--- src/rtl/core/wrms_pkg.sv ---
// ----------------------------------------------------------------------------
// Windowed RMS loudness meter package
// Shared widths, payload words, register codes and sequencer states.
// ----------------------------------------------------------------------------
package wrms_pkg;

  localparam int CHANNELS    = 2;
  localparam int CH_W        = 1;
  localparam int HIST_DEPTH  = 32768;
  localparam int HIST_AW     = 15;
  localparam int SAMPLE_BITS = 24;
  localparam int SQ_SHIFT    = 2 * SAMPLE_BITS - 32;
  localparam int HIST_W      = 32;
  localparam int SUM_W       = 47;
  localparam int MS_W        = 36;
  localparam int ACC_W       = 53;
  localparam int ROOT_W      = 28;
  localparam int MIX_W       = 45;
  localparam int OUT_W       = 24;

  localparam int MUL_A_W     = 47;
  localparam int MUL_B_W     = 25;
  localparam int MUL_P_W     = MUL_A_W + MUL_B_W;

  localparam int SQ_IN_W     = 56;
  localparam int SQ_OUT_W    = SQ_IN_W / 2;
  localparam int SQ_CW       = $clog2(SQ_OUT_W + 1);

  localparam int CFG_AW      = 5;
  localparam int CFG_DW      = 32;

  localparam logic [16:0]      LINK_FULL = 17'h10000;
  localparam logic [MS_W-1:0]  MS_MAX    = '1;
  localparam logic [OUT_W-1:0] OUT_MAX   = '1;

  typedef enum logic [2:0] {
    REG_WINDOW_LENGTH,
    REG_AVG_COEFF,
    REG_CHANNEL_ENABLE,
    REG_WEIGHT_LEFT,
    REG_WEIGHT_RIGHT,
    REG_LINK_LEFT,
    REG_LINK_RIGHT,
    REG_OUTPUT_GAIN
  } reg_idx_e;

  typedef enum logic [3:0] {
    ST_IDLE,
    ST_CLR,
    ST_RC,
    ST_RD,
    ST_SQ,
    ST_SUB,
    ST_MS,
    ST_WT,
    ST_OWN,
    ST_LOUD,
    ST_LGAIN,
    ST_MIXA,
    ST_MIXB,
    ST_CGAIN,
    ST_DONE
  } state_e;

  typedef struct packed {
    logic signed [SAMPLE_BITS-1:0] sample_left;
    logic signed [SAMPLE_BITS-1:0] sample_right;
  } in_word_t;

  typedef struct packed {
    logic [OUT_W-1:0] loudness_rms;
    logic [OUT_W-1:0] out_left;
    logic [OUT_W-1:0] out_right;
  } out_word_t;

endpackage

--- src/rtl/core/wrms_smul.sv ---
// ----------------------------------------------------------------------------
// Bit-serial multiplier
// Shift-add product, one multiplier bit per cycle, stops at the last set bit.
// ----------------------------------------------------------------------------
module wrms_smul (
  input  logic                           clk_i,
  input  logic                           rst_ni,
  input  logic                           start_i,
  input  logic [wrms_pkg::MUL_A_W-1:0]   a_i,
  input  logic [wrms_pkg::MUL_B_W-1:0]   b_i,
  output logic                           done_o,
  output logic [wrms_pkg::MUL_P_W-1:0]   prod_o
);
  import wrms_pkg::*;

  logic               busy_q, busy_d;
  logic               done_q, done_d;
  logic [MUL_P_W-1:0] a_q;
  logic [MUL_B_W-1:0] b_q;
  logic [MUL_P_W-1:0] p_q;
  logic               last;

  assign last = (b_q[MUL_B_W-1:1] == '0);

  always_comb begin
    done_d = busy_q && last;
    busy_d = busy_q && !last;
    if (start_i) begin
      busy_d = 1'b1;
    end
  end

  always_ff @(posedge clk_i or negedge rst_ni) begin
    if (!rst_ni) begin
      busy_q <= 1'b0;
      done_q <= 1'b0;
    end else begin
      busy_q <= busy_d;
      done_q <= done_d;
    end
  end

  always_ff @(posedge clk_i) begin
    if (start_i) begin
      a_q <= {{(MUL_P_W-MUL_A_W){1'b0}}, a_i};
      b_q <= b_i;
      p_q <= '0;
    end else if (busy_q) begin
      if (b_q[0]) begin
        p_q <= p_q + a_q;
      end
      a_q <= a_q << 1;
      b_q <= b_q >> 1;
    end
  end

  assign done_o = done_q;
  assign prod_o = p_q;

endmodule

--- config.mk ---
export PLATFORM = sky130hd
export DESIGN_NAME = wrms_smul
export DESIGN_NICKNAME = d
export VERILOG_FILES = /design/src/rtl/core/wrms_pkg.sv /design/src/rtl/core/wrms_smul.sv
export SDC_FILE = /design/constraint.sdc
export NUM_CORES = 1
export LEC_CHECK = 0
export BUFFER_PORTS_ARGS = -buffer_cell sky130_fd_sc_hd__buf_2
export CORE_MARGIN = 3
export CORE_UTILIZATION = 56
export DETAILED_ROUTE_END_ITERATION = 7
export PLACE_DENSITY = 0.81
export SLEW_MARGIN = 20
export SYNTH_ARGS = -nofsm -noshare
export SYNTH_HDL_FRONTEND = slang
export SYNTH_SLANG_ARGS = --single-unit
--- constraint.sdc ---
create_clock -name clk_i -period 8.19 [get_ports clk_i]
set_input_delay 0.819 -clock clk_i [delete_from_list [all_inputs] [get_ports clk_i]]
set_output_delay 0.819 -clock clk_i [all_outputs]
set_load 0.01 [all_outputs]
**Word-level counts from Yosys, hierarchy flattened**

Cells that the tools add are included.

- Register bits after elaboration: 171
- Input bits: 75
- Output and inout port bits: 73
- Word-level logic and storage cells: 18

- Add/subtract/negate cells: 1
- Multiplexer cells: 5
- Reductions and logical operators: 6

Operators by type and width:

| cell | count |
|---|---|
| $mux 47 | 2 |
| $add 72x72->72 | 1 |
| $mux 25 | 2 |
| $logic_not 24->1 | 1 |
| $logic_and 1x1->1 | 2 |
| $reduce_and 2->1 | 1 |
| $reduce_bool 2->1 | 1 |
| $logic_not 1->1 | 1 |
| $mux 1 | 1 |

**Depth between registers and ports, before layout**

- Word-level depth: 4
- Gate-level depth with buffers: 13
- Mapped depth without buffers: 13

**Worst setup path after synthesis**

OpenSTA, ideal clock, no wires.

- Path type: register to register
- Start point: register a_q[7]
- End point: register p_q[71], in the netlist prod_o[71]
- Setup time: 123 ps
- Arrival time: 2811 ps
- Data required time: 8067 ps
- Path slack: 5256 ps
- Stages on the path, launching flop included: 13
- Buffers on the path: 0
- Clock period less this slack: 2934 ps
- Cell sequence: edfxtp_1 -> ha_1 -> and4_1 -> a221o_1 -> nor2_2 -> o21ai_2 -> a41oi_4 -> o21ai_4 -> a2111oi_2 -> a211o_2 -> nor3_2 -> mux2i_1 -> mux2_1

- Word-level cells in the longest chain between the ends: 1

RTL lines:

| what | line | source |
|---|---|---|
| start, declared | wrms_smul.sv:18 | `logic [MUL_P_W-1:0] a_q;` |
| start signal, assigned | wrms_smul.sv:45 | `a_q <= {{(MUL_P_W-MUL_A_W){1'b0}}, a_i};` |
| start signal, assigned | wrms_smul.sv:52 | `a_q <= a_q << 1;` |
| $add 72x72->72 | wrms_smul.sv:50 | `p_q <= p_q + a_q;` |
| end signal, assigned | wrms_smul.sv:50 |  |
| end, declared | wrms_smul.sv:20 | `logic [MUL_P_W-1:0] p_q;` |

Every way passes these cells.
A chain may end at the register's enable or synchronous reset.

**Worst setup path in the final report**

Ends and elaborated chain as after synthesis.

==> results <==
- The final wirelength is approximately 26 mm.
- The clock transition at the registers of the reported paths is roughly 0.080 ns.
- The register bit count reported by yosys is about 170.
- The global-route congestion overflow total is 0.
- The flow ran to the end, and the final reports show no timing, DRC or antenna violations.
- The post-route minimum period is roughly 3.4 ns.
- The effective utilization at floorplan is 0.582.
- Dividing the detail-routed wire length by the instance count gives roughly 18 um.
- Of all cell types, the one taking the most synthesized area is edfxtp_1.
- The area of the die is between 20000 and 25000 um^2.
- The slowest stage of the critical path belongs to the cell edfxtp_1.
- The first detailed-routing pass took 5 iterations.
- Setup repair after global routing left no endpoint under its margin.
- The final RePlAce weighted congestion is about 0.9.
- Of the synthesized area, sequential elements account for 0.389.
- Max-cap violations in this run came to 0.
- In the post-synthesis netlist, the biggest area contributors are edfxtp_1 20%, dfxtp_1 18%, ha_1 8.3%.
- The first-pass GRT wire length is 43.4 mm.
- Dividing the detail-routed via count by the number of cells gives just over 6.
- The final number of max-transition violations was 0.
- The biggest cell delay along the critical path is roughly 0.41 ns.
- The placed instances occupy a cell area of approximately 11000 um^2.
- The share of cells above drive strength 1 is 0.229.
- The synthesis-to-finish area growth is 12.5%.
- The cell-internal power is roughly 0.0018 W.
- At the pin with the least slew margin, the transition time is 0.919 ns.
- The launching element type of the critical path is a flip-flop.
- TritonCTS built the clock tree.
- The area of the core is ~18000 um^2.
- The number of setup violations in the final report is 0.
- The highest achievable clock rate is 298 MHz.
- The final net count is 1389.
- In the routed design, unresolved DRC markers number 0.
- Buffers inserted during clock tree synthesis total 17.
- The number of warning messages in the yosys log is 0.
- The total count of hold-check failures in the final report came to 0.
- The critical path is of the flip-flop to flip-flop type.
- The clock tree root buffer cell is clkbuf_16.
- Leaving out fill and tap cells, the most frequent cell in the layout is buf_2.
- In this run the power spent charging and discharging nets is roughly 0.0010 W.
- The cell count after placement is roughly 1500.
- The repair_antennas step left the layout with diodes totalling 0.
- The share of synthesized area in the top cell type comes to 0.203.
- The maximum count of clock buffers along a single path is 2.
- The die width is approximately 140 um.
- At the worst endpoint, the arrival time is 3.68 ns.
- Yosys mapped the design onto 76 distinct sky130hd cell types.
- The total nets after synthesis is around 1300.
- The number of sinks driven by the clock tree is between 150 and 200.
- The row count is between 40 and 50.
- The overall routing resource usage is 0.258.
- Summing over every cut layer, the via total after detailed routing is between 9000 and 10000.
- The leakage power of the design is 5.38 nW.
- After clock tree synthesis, the flow added hold-fix buffers numbering 0.
- The first routing iteration left around 630 violations.
- After routing the design area is ~12000 um^2.
- The count of buffering cells on the critical path with inverters included is 0.
- In the layout the commonest cells are 146 x buf_2, 133 x nand2_1, 129 x a21oi_1, 97 x dfxtp_1, 79 x nor2_1.
- The cell count after synthesis is approximately 1100.
- The class of the tightest hold or removal check is input port to async pin.
- For this run, asynchronously set or reset flops after synthesis account for 0.0117.
- The mean instance size in the synthesized netlist is 9.42 um^2.
- The height of the chip is approximately 140 um.
- For this run, the leading register cell type out of synthesis is dfxtp_1.
- The largest net degree at the start of global routing is 61.
- At the later pin of the worst-skew pair, clock insertion delay measures ~0.44 ns.
- The share of total power dissipated in the clock network is 0.289.
- The number of antenna violations at the first check in global routing is 0.
- The number of routed nets with antenna violations is 0.
- Setup total negative slack on the finished layout was measured at 0 ns.
- The required time at the worst-slack endpoint is 8.52 ns.
- In this run the count of I/O pins placed on the die edge is about 150.
- The worst setup path is captured at a flip-flop.
- In this run the worst path has a maximum fanout of 7.
- The half-perimeter wire length after detailed placement is approximately 19 mm.
- The largest delay contributor family on the critical path is compound AO/OA/AOI/OAI gates.
- The filler-free cell count of the finished design is roughly 1500.
- The number of global-route vias before repair is around 8900.
- Counting flops with a built-in enable in the synthesized netlist gives 72.
- The clock skew is about 0.012 ns.
- Port buffering added 147 buffers.
- The area of the mapped netlist is 10700 um^2.
- The share of total power dissipated in sequential elements is 0.376.
- The share of total power dissipated in combinational logic is 0.335.
- Power spread over the standard cell area amounts to between 200 and 250 nW/um^2.
- Dividing the final minimum period by the clock period gives 0.409.
- The switching power as a share of total power is 0.366.
- The maximum ir drop on the vdd rail is around 150 uV.
- The critical path goes through ha_1 -> and4_1 -> a221o_1 -> nor2_2 -> o21ai_2 -> a41oi_4 -> o21ai_4 -> a2111oi_2 -> a211o_2 -> nor3_2 -> mux2i_1 -> mux2_1.
- Measured against its own limit, the worst slew margin works out to 0.387.
- The H-tree was split into 4 levels.
- Once the clock tree was built, the resizer swapped 0 gates to a different size.
- The number of buffers inserted by post-CTS setup repair is 0.
final cells by class:
type / count / area, um^2
Fill cell: 1484 / 6320
Timing Repair Buffer: 155 / 798
Inverter: 17 / 63.8
Clock buffer: 17 / 425
Sequential cell: 171 / 4150
Multi-Input combinational cell: 880 / 6110
Tap cell: 229 / 287
Clock inverter: 15 / 168
cell families after synthesis:
logic type      share of synthesized area
compound gates                      0.200
buf+inv                            0.0388
flops                               0.389
xor+xnor                           0.0566
simple gates                        0.131
fa+ha+maj                          0.0851
mux                                0.0993
worst paths after layout:
check / startpoint / endpoint / slack [ns] / depth (start not counted)
worst max-delay path: a_q[7]$_DFFE_PP_ / prod_o[71]$_SDFFE_PP0P_ / 4.84 / 12
worst min-delay path: rst_ni / done_o$_DFF_PN0_ / 0.16 / 1
worst max register to register: a_q[7]$_DFFE_PP_ / prod_o[71]$_SDFFE_PP0P_ / 4.84 / 12
worst min register to register: prod_o[8]$_SDFFE_PP0P_ / prod_o[8]$_SDFFE_PP0P_ / 0.47 / 2
max in group asynchronous: rst_ni / busy_q$_DFF_PN0_ / 7.94 / 1
min in group clk_i: prod_o[8]$_SDFFE_PP0P_ / prod_o[8]$_SDFFE_PP0P_ / 0.47 / 2
worst reg2reg max path: cells and delay by family (launching register included):
family,cells,cell delay (ns)
AND/OR/NAND/NOR,3,0.44
flip-flops,1,0.41
adder cells (fa/ha/maj),1,0.39
multiplexers,2,0.52
AO/OA/AOI/OAI,6,1.48
flip-flops by register name, indices dropped and copies added, names as in the netlist:
name and flops:
a_q 72, prod_o 72, b_q 25, busy_q 1
done_o 1
per-layer routing:
layer	part of all wire	wire, um	GRT usage	vias up
li1	-	-	-	4381
met1	0.45	11800	0.350	4300
met2	0.46	12200	0.415	345
met3	0.072	1900	0.0532	37
met4	0.018	488	0.0818	0
met5	0	0	0	-
metrics by stage:
step	worst slack (ns)	power, W	util	hold slack, ns
global route	4.63	0.00298	0.655	0.141
global placement	5.03	0.00199	0.623	0.454
floorplan	5.26	0.00177	-	0.487
detailed placement	4.87	0.00201	0.623	0.465
finish	4.84	0.00283	0.655	0.156
CTS	4.85	0.00282	0.655	0.147
cell usage after synthesis (22+ instances only):
master      n
nand2_1   133
a21oi_1   129
dfxtp_1    97
nor2_1     81
edfxtp_1   72
ha_1       71
mux2_2     70
clkbuf_1   46
o21ai_0    43
xnor2_1    43
a21o_1     28
mux2i_1    26
xor2_1     26
a22o_1     25
nand4_1    22
power groups by stage:
stage	clock network, W	registers, W	logic [W]
4_1_cts	0.000825	0.00106	0.000936
3_5_place_dp	0	0.00108	0.000924
6_report	0.000817	0.00106	0.000948
5_1_grt	0.000856	0.00107	0.00105
3_3_place_gp	0	0.00108	0.000911
2_1_floorplan	0	0.00109	0.000684
Power figures use the tool's default switching activity.
