--- config.mk ---
export PLATFORM = sky130hd
export DESIGN_NAME = wrms_sqrt
export DESIGN_NICKNAME = d
export VERILOG_FILES = /design/src/rtl/core/wrms_pkg.sv /design/src/rtl/core/wrms_sqrt.sv
export SDC_FILE = /design/constraint.sdc
export NUM_CORES = 1
export LEC_CHECK = 0
export BUFFER_PORTS_ARGS = -buffer_cell sky130_fd_sc_hd__buf_2
export CORE_ASPECT_RATIO = 0.9
export CORE_UTILIZATION = 45
export CTS_CLUSTER_SIZE = 24
export DETAILED_ROUTE_END_ITERATION = 10
export HOLD_SLACK_MARGIN = 0.15
export PLACE_DENSITY = 0.58
export SLEW_MARGIN = 10
export SYNTH_ARGS = -nofsm -noshare
export SYNTH_HDL_FRONTEND = slang
export SYNTH_SLANG_ARGS = --single-unit
export TNS_END_PERCENT = 30
--- constraint.sdc ---
create_clock -name clk_i -period 7.4 [get_ports clk_i]
set_input_delay 1.48 -clock clk_i [delete_from_list [all_inputs] [get_ports clk_i]]
set_output_delay 1.48 -clock clk_i [all_outputs]
set_load 0.02 [all_outputs]
--- src/rtl/core/wrms_pkg.sv ---
// ----------------------------------------------------------------------------
// Windowed RMS loudness meter package
// Shared widths, payload words, register codes and sequencer states.
// ----------------------------------------------------------------------------
package wrms_pkg;

  localparam int CHANNELS    = 2;
  localparam int CH_W        = 1;
  localparam int HIST_DEPTH  = 32768;
  localparam int HIST_AW     = 15;
  localparam int SAMPLE_BITS = 24;
  localparam int SQ_SHIFT    = 2 * SAMPLE_BITS - 32;
  localparam int HIST_W      = 32;
  localparam int SUM_W       = 47;
  localparam int MS_W        = 36;
  localparam int ACC_W       = 53;
  localparam int ROOT_W      = 28;
  localparam int MIX_W       = 45;
  localparam int OUT_W       = 24;

  localparam int MUL_A_W     = 47;
  localparam int MUL_B_W     = 25;
  localparam int MUL_P_W     = MUL_A_W + MUL_B_W;

  localparam int SQ_IN_W     = 56;
  localparam int SQ_OUT_W    = SQ_IN_W / 2;
  localparam int SQ_CW       = $clog2(SQ_OUT_W + 1);

  localparam int CFG_AW      = 5;
  localparam int CFG_DW      = 32;

  localparam logic [16:0]      LINK_FULL = 17'h10000;
  localparam logic [MS_W-1:0]  MS_MAX    = '1;
  localparam logic [OUT_W-1:0] OUT_MAX   = '1;

  typedef enum logic [2:0] {
    REG_WINDOW_LENGTH,
    REG_AVG_COEFF,
    REG_CHANNEL_ENABLE,
    REG_WEIGHT_LEFT,
    REG_WEIGHT_RIGHT,
    REG_LINK_LEFT,
    REG_LINK_RIGHT,
    REG_OUTPUT_GAIN
  } reg_idx_e;

  typedef enum logic [3:0] {
    ST_IDLE,
    ST_CLR,
    ST_RC,
    ST_RD,
    ST_SQ,
    ST_SUB,
    ST_MS,
    ST_WT,
    ST_OWN,
    ST_LOUD,
    ST_LGAIN,
    ST_MIXA,
    ST_MIXB,
    ST_CGAIN,
    ST_DONE
  } state_e;

  typedef struct packed {
    logic signed [SAMPLE_BITS-1:0] sample_left;
    logic signed [SAMPLE_BITS-1:0] sample_right;
  } in_word_t;

  typedef struct packed {
    logic [OUT_W-1:0] loudness_rms;
    logic [OUT_W-1:0] out_left;
    logic [OUT_W-1:0] out_right;
  } out_word_t;

endpackage

--- src/rtl/core/wrms_sqrt.sv ---
// ----------------------------------------------------------------------------
// Serial integer square root
// Floor root, one result bit per cycle over SQ_OUT_W steps.
// ----------------------------------------------------------------------------
module wrms_sqrt (
  input  logic                           clk_i,
  input  logic                           rst_ni,
  input  logic                           start_i,
  input  logic [wrms_pkg::SQ_IN_W-1:0]   x_i,
  output logic                           done_o,
  output logic [wrms_pkg::SQ_OUT_W-1:0]  root_o
);
  import wrms_pkg::*;

  localparam logic [SQ_CW-1:0]   SQ_LAST   = SQ_CW'(SQ_OUT_W - 1);
  localparam logic [SQ_IN_W-1:0] BIT_START = {2'b01, {(SQ_IN_W-2){1'b0}}};

  logic               busy_q, busy_d;
  logic               done_q, done_d;
  logic [SQ_CW-1:0]   cnt_q;
  logic [SQ_IN_W-1:0] x_q, r_q, bit_q;
  logic [SQ_IN_W-1:0] trial;
  logic               last;

  assign trial = r_q + bit_q;
  assign last  = (cnt_q == SQ_LAST);

  always_comb begin
    done_d = busy_q && last;
    busy_d = busy_q && !last;
    if (start_i) begin
      busy_d = 1'b1;
    end
  end

  always_ff @(posedge clk_i or negedge rst_ni) begin
    if (!rst_ni) begin
      busy_q <= 1'b0;
      done_q <= 1'b0;
      cnt_q  <= '0;
    end else begin
      busy_q <= busy_d;
      done_q <= done_d;
      if (start_i) begin
        cnt_q <= '0;
      end else if (busy_q) begin
        cnt_q <= cnt_q + 1'b1;
      end
    end
  end

  always_ff @(posedge clk_i) begin
    if (start_i) begin
      x_q   <= x_i;
      r_q   <= '0;
      bit_q <= BIT_START;
    end else if (busy_q) begin
      if (x_q >= trial) begin
        x_q <= x_q - trial;
        r_q <= (r_q >> 1) + bit_q;
      end else begin
        r_q <= r_q >> 1;
      end
      bit_q <= bit_q >> 2;
    end
  end

  assign done_o = done_q;
  assign root_o = r_q[SQ_OUT_W-1:0];

endmodule
**After elaboration in Yosys (flattened, before gate mapping)**

Cells that the tools add are included.

- Bits in registers: 147

- Equal/unequal tests: 1
- Reduce and logical (&&, ||, !) cells: 6
- Mux-type cells: 7
- Add/subtract/negate cells: 4
- Magnitude comparators: 1

Operators with widths:

| kind | number |
|---|---|
| $mux 56 | 4 |
| $add 55x55->56 | 1 |
| $add 56x55->56 | 1 |
| $ge 56x56->1 | 1 |
| $sub 56x56->56 | 1 |
| $mux 5 | 2 |
| $add 5x1->5 const B | 1 |
| $eq 5x5->1 const B | 1 |
| $reduce_bool 2->1 | 2 |
| $logic_and 1x1->1 | 2 |
| $reduce_and 2->1 | 1 |
| $logic_not 1->1 | 1 |
| $mux 1 | 1 |

**Logic depth before layout (Yosys ltp)**

Gate-level depths: netlist of the first run.

- Depth in word-level cells: 5
- Gate-level depth with buffers: 28
- Depth with buffers taken out: 25

**Least setup slack after synthesis of the first run**

Ideal clock, no wire load.

- Kind: flip-flop to flip-flop
- Start point: register r_q[2]
- End point: register x_q[0], enable pin
- Library setup time: 0.417 ns
- Clock period less this slack: 6.595 ns
- Cell stages (with the launch flop): 27
- Arrival: 6.178 ns
- Path slack: 0.805 ns
- Cells stage by stage: dfxtp_1 > ha_1 > a31oi_1 > o21bai_1 > a31oi_1 > o211a_1 > o31ai_1 > a31o_2 > nand2_1 > nand2_1 > a21oi_1 > o41ai_1 > xnor2_1 > ha_1 > clkbuf_1 > nand2_1 > nor3_1 > nand3_1 > o41ai_1 > o211ai_1 > a21oi_1 > a211oi_4 > buf_6 > buf_8 > buf_6 > nor2_1 > or2_1

- Word-level cells in the longest chain between the ends: 4

RTL lines:

| what | line | text |
|---|---|---|
| from (decl) | wrms_sqrt.sv:21 | `logic [SQ_IN_W-1:0] x_q, r_q, bit_q;` |
| from (signal assigned) | wrms_sqrt.sv:60 | `r_q <= (r_q >> 1) + bit_q;` |
| from (signal assigned) | wrms_sqrt.sv:62 | `r_q <= r_q >> 1;` |
| $add 56x55->56 | wrms_sqrt.sv:25 | `assign trial = r_q + bit_q;` |
| $ge 56x56->1 | wrms_sqrt.sv:58 | `if (x_q >= trial) begin` |
| $reduce_bool 2->1 (no line) | n/a |  |
| $reduce_and 2->1 (no line) | n/a |  |
| to (signal assigned) | wrms_sqrt.sv:54 | `x_q <= x_i;` |
| to (signal assigned) | wrms_sqrt.sv:59 | `x_q <= x_q - trial;` |
| to (decl) | wrms_sqrt.sv:21 |  |

Every way passes these cells.
A chain may end at the register's enable or synchronous reset.

**Worst setup path in the final report of the first run**

- Start point: register r_q[2]
- End point: register x_q[26], enable pin

The elaborated chain is that of the path after synthesis.

==> results of run 1 <==
==> flip-flops by register name, summed over array words and instances (netlist names) <==
name / count
bit_q: 28
busy_q: 1
cnt_q: 5
done_o: 1
r_q: 56
x_q: 56
==> how the worst min path moves through the flow <==
stage               slack (ns)                   to
global route              0.55  r_q[0]$_SDFFE_PP0P_
detailed placement        0.50  r_q[0]$_SDFFE_PP0P_
finish                    0.51  r_q[0]$_SDFFE_PP0P_
floorplan                 0.48  r_q[0]$_SDFFE_PP0P_
CTS                       0.51  r_q[0]$_SDFFE_PP0P_
global placement          0.50  r_q[0]$_SDFFE_PP0P_
==> routing by layer <==
| layer | wire (um) | up-vias |
|---|---|---|
| li1 | - | 5823 |
| met3 | 1567 | 29 |
| met5 | 0 | - |
| met2 | 14320 | 242 |
| met4 | 463 | 0 |
| met1 | 16830 | 5121 |
==> per-stage QoR <==
step | cell area (um^2) | std cells | setup slack, ns
floorplan | 12960 | 1585 | 0.8055
global placement | 13400 | 1941 | 1.120
detailed placement | 13400 | 1941 | 0.7326
CTS | 13990 | 1973 | 0.7255
global route | 13990 | 1973 | 0.2344
finish | 13990 | 1973 | 0.7762
==> cell type report <==
cell class              instances  area [um^2]  area share [%]
multi-input cells            1299         8742           62.47
flip-flops and latches        147         3542           25.31
clock buffers                  23        531.8           3.800
repair buffers                 95        514.2           3.675
well taps                     360        450.4           3.219
inverters                      40        150.1           1.073
clock inverters                 9        62.56          0.4471
==> logic make-up (layout without fill, tap and decap cells) <==
family / Yosys count / in the layout / share of synthesized area (%)
XOR/XNOR: 133 / 133 / 8.985
adder cells (fa/ha/maj): 116 / 116 / 11.25
AO/OA/AOI/OAI: 512 / 512 / 26.13
buffers and inverters: 139 / 167 / 5.279
flip-flops: 147 / 147 / 27.29
multiplexers: 49 / 49 / 3.831
AND/OR/NAND/NOR: 489 / 489 / 17.23
==> critical path, stage by stage, from the launching register on <==
cell	delay [ns]
dfxtp_1	0.44
ha_1	0.31
a21oi_1	0.23
o21bai_1	0.13
a31oi_1	0.40
o211a_1	0.39
o21ai_0	0.20
a21boi_0	0.58
nor2_1	0.13
o211ai_1	0.42
a21oi_1	0.11
o21ai_0	0.20
xor2_1	0.10
ha_1	0.38
and2_1	0.18
nand3_1	0.09
nor3_1	0.25
nand3_1	0.12
o41ai_1	0.37
o211ai_1	0.12
a21oi_1	0.26
a211oi_4	0.09
nor2_1	0.20
or2_2	0.16
buf_4	0.38
==> Yosys cell counts, types with 13 or more instances <==
| master | count | area [um^2] |
|---|---|---|
| nor2_1 | 154 | 578.1 |
| a21oi_1 | 124 | 620.6 |
| edfxtp_1 | 56 | 1682 |
| mux2i_1 | 44 | 440.4 |
| clkbuf_1 | 55 | 206.5 |
| and3_1 | 14 | 87.58 |
| dfxtp_1 | 84 | 1682 |
| a21o_1 | 36 | 270.3 |
| a211oi_1 | 27 | 202.7 |
| nor2b_1 | 22 | 137.6 |
| xnor2_1 | 71 | 621.9 |
| nand2_1 | 169 | 634.4 |
| a31oi_1 | 41 | 256.5 |
| nor3_1 | 15 | 75.07 |
| xor2_1 | 62 | 543.0 |
| o21ai_0 | 135 | 675.7 |
| or3_1 | 21 | 131.4 |
| o21ai_1 | 13 | 65.06 |
| ha_1 | 115 | 1439 |
| buf_4 | 30 | 225.2 |
| o21bai_1 | 25 | 187.7 |
| inv_1 | 40 | 150.1 |
| nand3_1 | 24 | 120.1 |
| nand4_1 | 27 | 168.9 |
==> power by group <==
| part | total [mW] | internal (mW) | switching [mW] |
|---|---|---|---|
| clock network | 0.884 | 0.509 | 0.375 |
| registers | 1.21 | 1.11 | 0.0985 |
| logic | 2.47 | 0.981 | 1.49 |
| total | 4.56 | 2.60 | 1.96 |
==> flow_summary.ini, run 1 <==
[outcome]
status = completed

[worst_hold_path]
worstHoldStart = r_q[0]$_SDFFE_PP0P_
hold_path.class = register to register
hold_depth = 2

[worst_setup_path]
regToRegSetupSlack_ns = 0.78
cp.required_ns = 7.48
r2r-start = r_q[2]$_SDFFE_PP0P_
startpoint = r_q[2]$_SDFFE_PP0P_
start_kind = register
ff2ff_path_depth = 24
r2r-end = x_q[26]$_DFFE_PP_
critPathKind = register to register
crit_arrival_ns = 6.71
worst-path-max-fanout = 33
cp-endpoint = x_q[26]$_DFFE_PP_
end_kind = register

[floorplanning]
dieHeight_um = 163.0
dieArea_um2 = 29490
start_util_pct = 46.05
rows = 58
io_pins = 88
die_w_um = 180.9
core_um2 = 28160

[clock_network]
cts-root-buf = clkbuf_16
htree_levels = 4
worstSkewPairLatency_ns = 0.44
path_clk_slew_ns = 0.06
post_cts_resized = 0
numCtsBuffers = 17
cts_tree = yes
postCtsSetupBuffers = 0
cts.path.max_buffers = 2
clock_sinks = 147
ctsHoldBuffers = 0

[global_route]
antenna_found_initial = 0
use_met2_pct = 36.03
grt_max_degree = 105
met3_usage_pct = 3.790
grt_pass1_wl_mm = 54.85
top_usage_layer = met2
track_usage_pct = 22.97
grt_overflow_total = 0
first_global_vias = 10640
met1_usage_pct = 32.66

[sta]
period_share_pct = 89.51
setup-tns-final_ns = 0
drv_slew = 0
rsz0062_at_grt = no
finalSetupViolCount = 0
finalClockSkew_ns = 0.01249
timing.hold.ws_ns = 0.5109
max_freq_mhz = 151.0
worst_pin_slew_ns = 0.7745
hold_violations = 0
slew_headroom_pct = 47.03
period_minus_slack_ns = 6.624

[synthesis]
syn_nets = 1760
synthArstFlopShare_pct = 4.762
yosysWarnings = 0
netlist_instances = 1585
synth_edf_count = 56
synth-seq-cells = 147
syn_area_um2 = 12960
ys_types = 79
avgSynthCellArea_um2 = 8.180
synth-seq-area-share_pct = 27.29
ys.flop_type = dfxtp_1

[route]
drtIter0Drc = 723
drc = 0
drtPass1Iterations = 5
route.vias.total = 11220
via_per_inst = 5.684
wl_per_cell_um = 16.82
drt_wl_total_mm = 33.18
antenna_left = 0

[power]
power.total_mw = 4.562
cellPowerDensity_nw_per_um2 = 326.0
irDropWorstVdd_v = 0.0002436
leakagePower_nw = 5.729

[placed_design]
gp_congestion = 0.9199
portBuffers = 87
dpl.hpwl_mm = 24.85

[finish]
layout_commonest_cell = nand2_1
drive_gt1_share_pct = 10.29
area_growth_pct = 7.933
n_fill_cell = 2759
utilization_pct = 49.70
n_antenna_cell = 0
layout_common_cells = nand2_1 (169), nor2_1 (154), o21ai_0 (135)
layout.nets = 1775

[flow_run]
maxCapViolations = 0
(Power assumes the default switching activity.)
==> inputs of run 2 (changes only) <==
- PLACE_DENSITY: 0.58 -> 0.7
==> flow_summary.ini, run 2 (same netlist as run 1, synthesis figures left out) <==
[outcome]
status = completed

[floorplanning]
dieHeight_um = 163.0
core_um2 = 28160
io_pins = 88
die_w_um = 180.9
start_util_pct = 46.05
dieArea_um2 = 29490
rows = 58

[flow_run]
maxCapViolations = 0

[clock_network]
cts_tree = yes
cts-root-buf = clkbuf_16
numCtsBuffers = 17
cts.path.max_buffers = 2
ctsHoldBuffers = 0
clock_sinks = 147
worstSkewPairLatency_ns = 0.44
htree_levels = 4
postCtsSetupBuffers = 0
path_clk_slew_ns = 0.07

[worst_setup_path]
cp.required_ns = 7.53
worst-path-max-fanout = 30
critPathKind = register to register
regToRegSetupSlack_ns = 0.84
start_kind = register
end_kind = register
crit_arrival_ns = 6.69

[global_route]
grt_overflow_total = 0
antenna_found_initial = 0
grt_max_degree = 110
first_global_vias = 10670
track_usage_pct = 22.45
grt_pass1_wl_mm = 53.75

[finish]
stdcell_count = 1971
n_antenna_cell = 0
drive_gt1_share_pct = 10.18
n_fill_cell = 2743
top_regs = r_q x56, x_q x56, bit_q x28
layout.nets = 1773
layout_common_cells = nand2_1 (169), nor2_1 (154), o21ai_0 (135)
area_growth_pct = 7.682
layout_commonest_cell = nand2_1

[placed_design]
gp_congestion = 0.9176
dpl.hpwl_mm = 24.08
placed_cells = 1939
portBuffers = 87

[route]
drt_wl_total_mm = 32.97
drtIter0Drc = 826
route.vias.total = 11660
drc = 0
wl_per_cell_um = 16.73
via_per_inst = 5.914
antenna_left = 0
drtPass1Iterations = 5

[power]
irDropWorstVdd_v = 0.0002403
leakagePower_nw = 5.712
cellPowerDensity_nw_per_um2 = 325.0

[sta]
setup-tns-final_ns = 0
hold_violations = 0
rsz0062_at_grt = no
period_share_pct = 88.68
finalClockSkew_ns = 0.01556
drv_slew = 0
finalSetupViolCount = 0
period_minus_slack_ns = 6.563
worst_pin_slew_ns = 0.8419
slew_headroom_pct = 43.87
max_freq_mhz = 152.4

[worst_hold_path]
hold_path.class = register to register
-- run 2: path summary, 6_finish.rpt --
kind                                     start                    to  cells past startpoint
min reg2reg                r_q[0]$_SDFFE_PP0P_   r_q[0]$_SDFFE_PP0P_                      2
max                        r_q[2]$_SDFFE_PP0P_     x_q[34]$_DFFE_PP_                     24
min in group asynchronous               rst_ni  cnt_q[3]$_DFFE_PN0P_                      1
min                        r_q[0]$_SDFFE_PP0P_   r_q[0]$_SDFFE_PP0P_                      2
max in group asynchronous               rst_ni      busy_q$_DFF_PN0_                      1
max reg2reg                r_q[2]$_SDFFE_PP0P_     x_q[34]$_DFFE_PP_                     24
-- run 2: what timing repair did --
| item | 4_1_cts | 5_1_grt |
|---|---|---|
| endpoints found under the setup margin | 0 | 48 |
| endpoints found under the hold margin | 0 | 0 |
| resized for setup | 0 | 2 |
-- run 2: through the flow --
step / total power [mW] / hold WS [ns] / setup slack [ns] / area (um^2) / util (%)
2_1_floorplan: 3.181 / 0.4795 / 0.8055 / 12960 / -
3_3_place_gp: 3.628 / 0.4946 / 0.6562 / 13410 / 47.62
3_5_place_dp: 3.671 / 0.5103 / 0.4259 / 13410 / 47.62
4_1_cts: 4.534 / 0.5209 / 0.4127 / 13960 / 49.57
5_1_grt: 4.882 / 0.5571 / 0.2108 / 13960 / 49.58
6_report: 4.537 / 0.5157 / 0.8373 / 13960 / 49.58
-- run 2: where the power goes --
part	switching [mW]	internal, mW
logic	1.50	0.991
registers	0.103	1.11
clock network	0.397	0.439
-- run 2: layout make-up --
class | instances | area, um^2 | share of cell area (%)
multi-input combinational | 1299 | 8745 | 62.64
sequential | 147 | 3542 | 25.37
timing repair buffer | 93 | 524.3 | 3.755
tap | 360 | 450.4 | 3.226
clock buffer | 17 | 425.4 | 3.047
inverter | 40 | 150.1 | 1.075
clock inverter | 15 | 123.9 | 0.8873
-- run 2: worst max-delay path, cell delays in order (launching register included) --
cell and delay (ns):
dfxtp_1 0.43, ha_1 0.30, a21oi_1 0.25, o21bai_1 0.13, a31oi_1 0.37, o211a_1 0.33, o21ai_0 0.22, a21boi_1 0.45
nor2_1 0.11, o211ai_1 0.42, a21oi_1 0.11, o21ai_0 0.22, xor2_1 0.13, ha_1 0.39, and2_1 0.17, nand3_1 0.10
nor3_1 0.24, nand3_1 0.11, o41ai_1 0.34, o211ai_1 0.12, a21oi_1 0.23, a211oi_4 0.09, nor2_1 0.21, or2_4 0.48
buf_12 0.25
-- run 2: metal layers --
metal / track usage (%) / wire length (um) / vias up
met5: 0 / 0 / -
met4: 5.905 / 450 / 0
met3: 3.590 / 1645 / 35
met2: 35.61 / 14500 / 361
met1: 31.58 / 16380 / 5423
li1: - / - / 5837
